[src/rtl/core/lfu_pkg.sv]
`timescale 1ns / 1ps
package lfu_pkg;

    localparam int MAX_ENTRIES = 16;
    localparam int COUNT_BITS  = 16;
    localparam int STAMP_BITS  = 48;
    localparam int WORD_BITS   = 32;
    localparam int CAP_W       = 5;
    localparam int IDX_W       = (MAX_ENTRIES > 1) ? $clog2(MAX_ENTRIES) : 1;
    localparam int OCC_W       = $clog2(MAX_ENTRIES + 1);

    typedef logic [IDX_W-1:0]      t_idx;
    typedef logic [COUNT_BITS-1:0] t_count;
    typedef logic [STAMP_BITS-1:0] t_stamp;
    typedef logic [WORD_BITS-1:0]  t_word;
    typedef logic [OCC_W-1:0]      t_occ;
    typedef logic [CAP_W-1:0]      t_cap;

    localparam t_cap   CAP_RESET = CAP_W'(16);
    localparam t_count COUNT_MAX = '1;

    // request kinds
    localparam logic OP_GET = 1'b0;
    localparam logic OP_PUT = 1'b1;

    // entry update kinds
    localparam logic UPD_BUMP   = 1'b0;
    localparam logic UPD_INSERT = 1'b1;

    // partial search result handed from cell to cell
    typedef struct packed {
        t_word  key;
        logic   match_found;
        t_idx   match_idx;
        t_word  match_val;
        logic   vic_found;
        t_idx   vic_idx;
        t_word  vic_key;
        t_count vic_count;
        t_stamp vic_stamp;
        logic   free_found;
        t_idx   free_idx;
    } t_scan;

    // entry write command broadcast to the row
    typedef struct packed {
        logic   en;
        logic   kind;
        logic   set_value;
        t_idx   idx;
        t_word  key;
        t_word  value;
        t_stamp stamp;
    } t_upd;

endpackage

[src/rtl/core/lfu_cell.sv]
`timescale 1ns / 1ps
module lfu_cell (
    input  logic           i_clk,
    input  logic           i_rst_n,
    input  lfu_pkg::t_idx  i_idx,
    input  logic           i_tok,
    input  lfu_pkg::t_scan i_scan,
    input  lfu_pkg::t_upd  i_upd,
    output logic           o_tok,
    output lfu_pkg::t_scan o_scan
);

    logic            r_valid;
    lfu_pkg::t_word  r_key;
    lfu_pkg::t_word  r_value;
    lfu_pkg::t_count r_count;
    lfu_pkg::t_stamp r_stamp;

    logic            r_tok;
    lfu_pkg::t_scan  r_scan;
    lfu_pkg::t_scan  n_scan;

    logic w_sel;
    logic w_better;

    assign w_sel    = i_upd.en && (i_upd.idx == i_idx);
    assign w_better = !i_scan.vic_found || (r_count < i_scan.vic_count) ||
                      ((r_count == i_scan.vic_count) && (r_stamp < i_scan.vic_stamp));

    // fold this entry into the running search
    always_comb begin
        n_scan = i_scan;
        if (r_valid && (r_key == i_scan.key) && !i_scan.match_found) begin
            n_scan.match_found = 1'b1;
            n_scan.match_idx   = i_idx;
            n_scan.match_val   = r_value;
        end
        if (r_valid && w_better) begin
            n_scan.vic_found = 1'b1;
            n_scan.vic_idx   = i_idx;
            n_scan.vic_key   = r_key;
            n_scan.vic_count = r_count;
            n_scan.vic_stamp = r_stamp;
        end
        if (!r_valid && !i_scan.free_found) begin
            n_scan.free_found = 1'b1;
            n_scan.free_idx   = i_idx;
        end
    end

    always_ff @(posedge i_clk) begin
        if (!i_rst_n) begin
            r_tok   <= 1'b0;
            r_valid <= 1'b0;
        end else begin
            r_tok <= i_tok;
            if (w_sel && (i_upd.kind == lfu_pkg::UPD_INSERT)) begin
                r_valid <= 1'b1;
            end
        end
    end

    always_ff @(posedge i_clk) begin
        r_scan <= n_scan;
        if (w_sel) begin
            case (i_upd.kind)
                lfu_pkg::UPD_INSERT: begin
                    r_key   <= i_upd.key;
                    r_value <= i_upd.value;
                    r_count <= lfu_pkg::t_count'(1);
                    r_stamp <= i_upd.stamp;
                end
                lfu_pkg::UPD_BUMP: begin
                    if (i_upd.set_value) begin
                        r_value <= i_upd.value;
                    end
                    if (r_count != lfu_pkg::COUNT_MAX) begin
                        r_count <= r_count + 1'b1;
                    end
                    r_stamp <= i_upd.stamp;
                end
                default: begin
                    r_stamp <= r_stamp;
                end
            endcase
        end
    end

    assign o_tok  = r_tok;
    assign o_scan = r_scan;

endmodule

[config.mk]
export PLATFORM = sky130hd
export DESIGN_NAME = lfu_cell
export DESIGN_NICKNAME = d
export VERILOG_FILES = /design/src/rtl/core/lfu_pkg.sv /design/src/rtl/core/lfu_cell.sv
export SDC_FILE = /design/constraint.sdc
export NUM_CORES = 1
export LEC_CHECK = 0
export BUFFER_PORTS_ARGS = -buffer_cell sky130_fd_sc_hd__buf_2
export CORE_AREA = 5 5 182 184
export DETAILED_ROUTE_END_ITERATION = 16
export DIE_AREA = 0 0 187 189
export GPL_TIMING_DRIVEN = 0
export PLACE_DENSITY_LB_ADDON = 0.25
export SLEW_MARGIN = 20
export SYNTH_ARGS = -nofsm -noshare
export SYNTH_HDL_FRONTEND = slang
export SYNTH_SLANG_ARGS = --single-unit
[constraint.sdc]
create_clock -name i_clk -period 8.9 [get_ports i_clk]
set_input_delay 1.78 -clock i_clk [delete_from_list [all_inputs] [get_ports i_clk]]
set_output_delay 1.78 -clock i_clk [all_outputs]
set_load 0.02 [all_outputs]
==> summary.md <==
| Metric | Value |
|---|---|
| Drt pass-1 iters | `4` |
| Dpl cells | `1682` |
| Ys Warns | `0` |
| Initial DRC count | `282` |
| Tot GR Track Use | `18.8%` |
| CP Cell Sequence | `buf_2 > inv_1 > ha_1 > nand2_1 > o21ai_0 > a211oi_1 > o311ai_0 > a2111oi_2 > o21ai_4 > buf_6 > mux2_2` |
| Main combinational cell family by area after synthesis | `multiplexers` |
| Top cells by area, synth | `edfxtp_1, dfxtp_1, mux2_2, ha_1, mux2_4` |
| Drt drc | `0` |
| Seq/Total Area, Yosys | `63.4%` |
| Largest net degree at the start of global routing | `30` |
| Mean Syn Cell Area | `14.6 um2` |
| Via count | `about 8100` |
| Cts repair resizes | `0` |
| Critical Path Start Type | `input pin` |
| Layout cells sized above 1 | `51.8%` |
| Final Hold Vio Count | `0` |
| Final Cell Area | `0.0158 mm2` |
| Xor/xnor share of the synthesized area | `3.46%` |
| Worst EP required | `~9300 ps` |
| Nets | `around 1700` |
| Routed wire per std cell | `approximately 20 um` |
| Core Util, Final | `50.6%` |
| Largest area contributor in the netlist | `edfxtp_1` |
| RePlAce Congestion | `about 0.90` |
| Slew margin rel. | `40.5%` |
| F_max | `between 200 and 250 MHz` |
| Fin. max-slew vios | `0` |
| Top-area cell type share of the netlist area | `33.0%` |
| RSZ-0062 raised after global routing | `false` |
| Post-synthesis mux area share | `15.1%` |
| First-pass GRT wire length | `51100 um` |
| Synth Area in Compound Gates | `under 10%` |
| Worst Reg-to-Reg Cells | `9` |
| Adder-cell share of the synthesized area | `6.88%` |
| TritonCTS clock tree | `done` |
| Pwr Density | `between 200 and 250 mW/mm2` |
| Crit end category | `flop` |
| Synth cell types | `48` |
| Min cycle time layout | `~4400 ps` |
| Hold Crit Depth | `1` |
| Clk Latency, worst-skew pair | `approximately 500 ps` |
| Worst Skew | `19.4 ps` |
| Die area | `0.0353 mm2` |
| Most instantiated cells after synthesis | `dfxtp_1, edfxtp_1, mux2_2, inv_1, ha_1` |
| Final Power | `between 3 and 4 mW` |
| Synthesized net count | `1161` |
| Die height | `189 um` |
| Slew @ Worst Pin | `just under 900 ps` |
| TritonCTS buffer count | `35` |
| Syn Std Cell Area | `around 0.012 mm2` |
| Reg2Reg Setup Slack | `5460 ps` |
| Clk buf depth | `3` |
| Post-CTS Setup Bufs | `0` |
| Worst vdd ir | `0.000134 V` |
| CP max-delay cell | `o311ai_0` |
| Vias/cell | `4.60` |
| Period utilization | `about half` |
| IO buf count | `475` |
| Synthesis-to-finish area growth | `35.7%` |
| Worst hold path type | `flop to flop` |
| Syn Inst Count | `796` |
| Simple-gate area share of the yosys netlist | `4.62%` |
| HPWL after DPL | `28200 um` |
| Finished Layout Cells | `1751` |
| Clk slew on worst S/H paths | `60 ps` |
| Max incr delay on CP | `about 770 ps` |
| Clk sinks | `305` |
| Leak Pwr | `7.33 nW` |
| Routed WL | `34900 um` |
| Arrival time worst endpoint | `roughly 4800 ps` |
| Crit Path Max Fanout | `10` |
| Fraction of registers with async set or reset after synthesis | `0%` |
| H-tree levels | `2` |
| Total core area | `~0.031 mm2` |
| Number of synthesized flops with an enable pin | `128` |
| FF+latch count, synth | `305` |
| Outcome | `finished clean` |
| Post-CTS Hold Buffers | `0` |
| Setup violations, final | `0` |
| Die width | `187 um` |
| Setup CP Type | `input pin to flop` |
| Vias in the first global route | `8549` |
| # rows | `65` |
| Initial Util | `a little under two fifths` |
| Post-DRT Antenna Nets | `0` |
| Initial antenna violation count | `7` |
| Root Buffer | `clkbuf_16` |
| Max-cap violations | `0` |
| # IOs | `477` |
| Setup_tns | `0 ps` |
| Total congestion overflow | `0` |
| Count leader, synth | `dfxtp_1` |
| Top FF cell, synth | `dfxtp_1` |
| Post-DP Area | `0.0147 mm2` |
## cell usage in the layout, fill, tap and decap left out, drive strengths merged, types with 2 or more instances in the layout
cell type  netlist  layout
xor2            41      41
and2             3       3
a221oi           2       2
nor3             4       4
and3             4       4
inv             68      70
and4             4       4
or3              3       3
ha              64      64
nand3           15      15
clkbuf           1      57
a21o             3       3
or4              2       2
buf             14     498
nand2b           4       4
a2111oi          3       3
nor2b            4       4
a21oi           24      24
nor4             7       7
nand4           10      10
clkinv           0       4
o21ai           13      13
edfxtp         128     128
dfxtp          177     177
o21a             2       2
nand2           16      16
or2              2       2
a211oi           2       2
mux2           140     140
nor2            19      19
xnor2            5       5
diode            0       5
## state kept, by name, indices dropped and copies added (netlist names)
register and cells:
r_value 32, r_count 16, o_scan 175, r_stamp 48
r_key 32, r_valid 1, o_tok 1
## where the power goes
| part | switching (mW) | internal (mW) | leakage [nW] |
|---|---|---|---|
| Clock | 0.556 | 0.839 | 0.549 |
| Sequential | 0.0226 | 1.52 | 2.65 |
| Combinational | 0.172 | 0.148 | 4.13 |
## kinds of logic (layout without fill, tap and decap cells)
kind of cell | Yosys count | count (layout)
other cells | 0 | 5
buf+inv | 83 | 631
xor+xnor | 46 | 46
compound gates | 58 | 58
simple gates | 100 | 100
mux | 140 | 140
flops | 305 | 305
fa+ha+maj | 64 | 64
## area by class of cell
type / count / area, um2
Fill cell: 2839 / 15400
Inverter: 68 / 255
Timing Repair Buffer: 484 / 2490
Multi-Input combinational cell: 408 / 3890
Clock buffer: 56 / 1050
Tap cell: 402 / 503
Buffer: 15 / 135
Antenna cell: 5 / 12.5
Sequential cell: 305 / 7390
Clock inverter: 8 / 85.1
## worst paths after layout
path                             startpoint          end
worst min-delay path             r_value[7]  o_scan[113]
worst min register to register   r_value[7]  o_scan[113]
worst max register to register  r_stamp[39]   o_scan[65]
worst max-delay path             i_scan[44]   o_scan[65]
## layer usage
metal	global-route usage, %	part of all wire, %	vias to the layer above
met5	0	0.12	-
met4	6.03	2.6	6
met3	5.60	7.5	61
met2	32.9	51	293
met1	22.4	39	3804
li1	-	-	3896
## critical path, delay by kind of cell
family,cells,cell delay (ps)
AO/OA/AOI/OAI,5,1820
multiplexers,1,350
buffers and inverters,3,440
AND/OR/NAND/NOR,1,60
adder cells (fa/ha/maj),1,320
## metrics by stage
step	hold slack (ps)	setup slack (ps)
after floorplan	448	2210
after global routing	477	4430
final	462	4480
after CTS	468	4520
after global placement	449	-874
after detailed placement	458	3990
(Power assumes the default switching activity.)
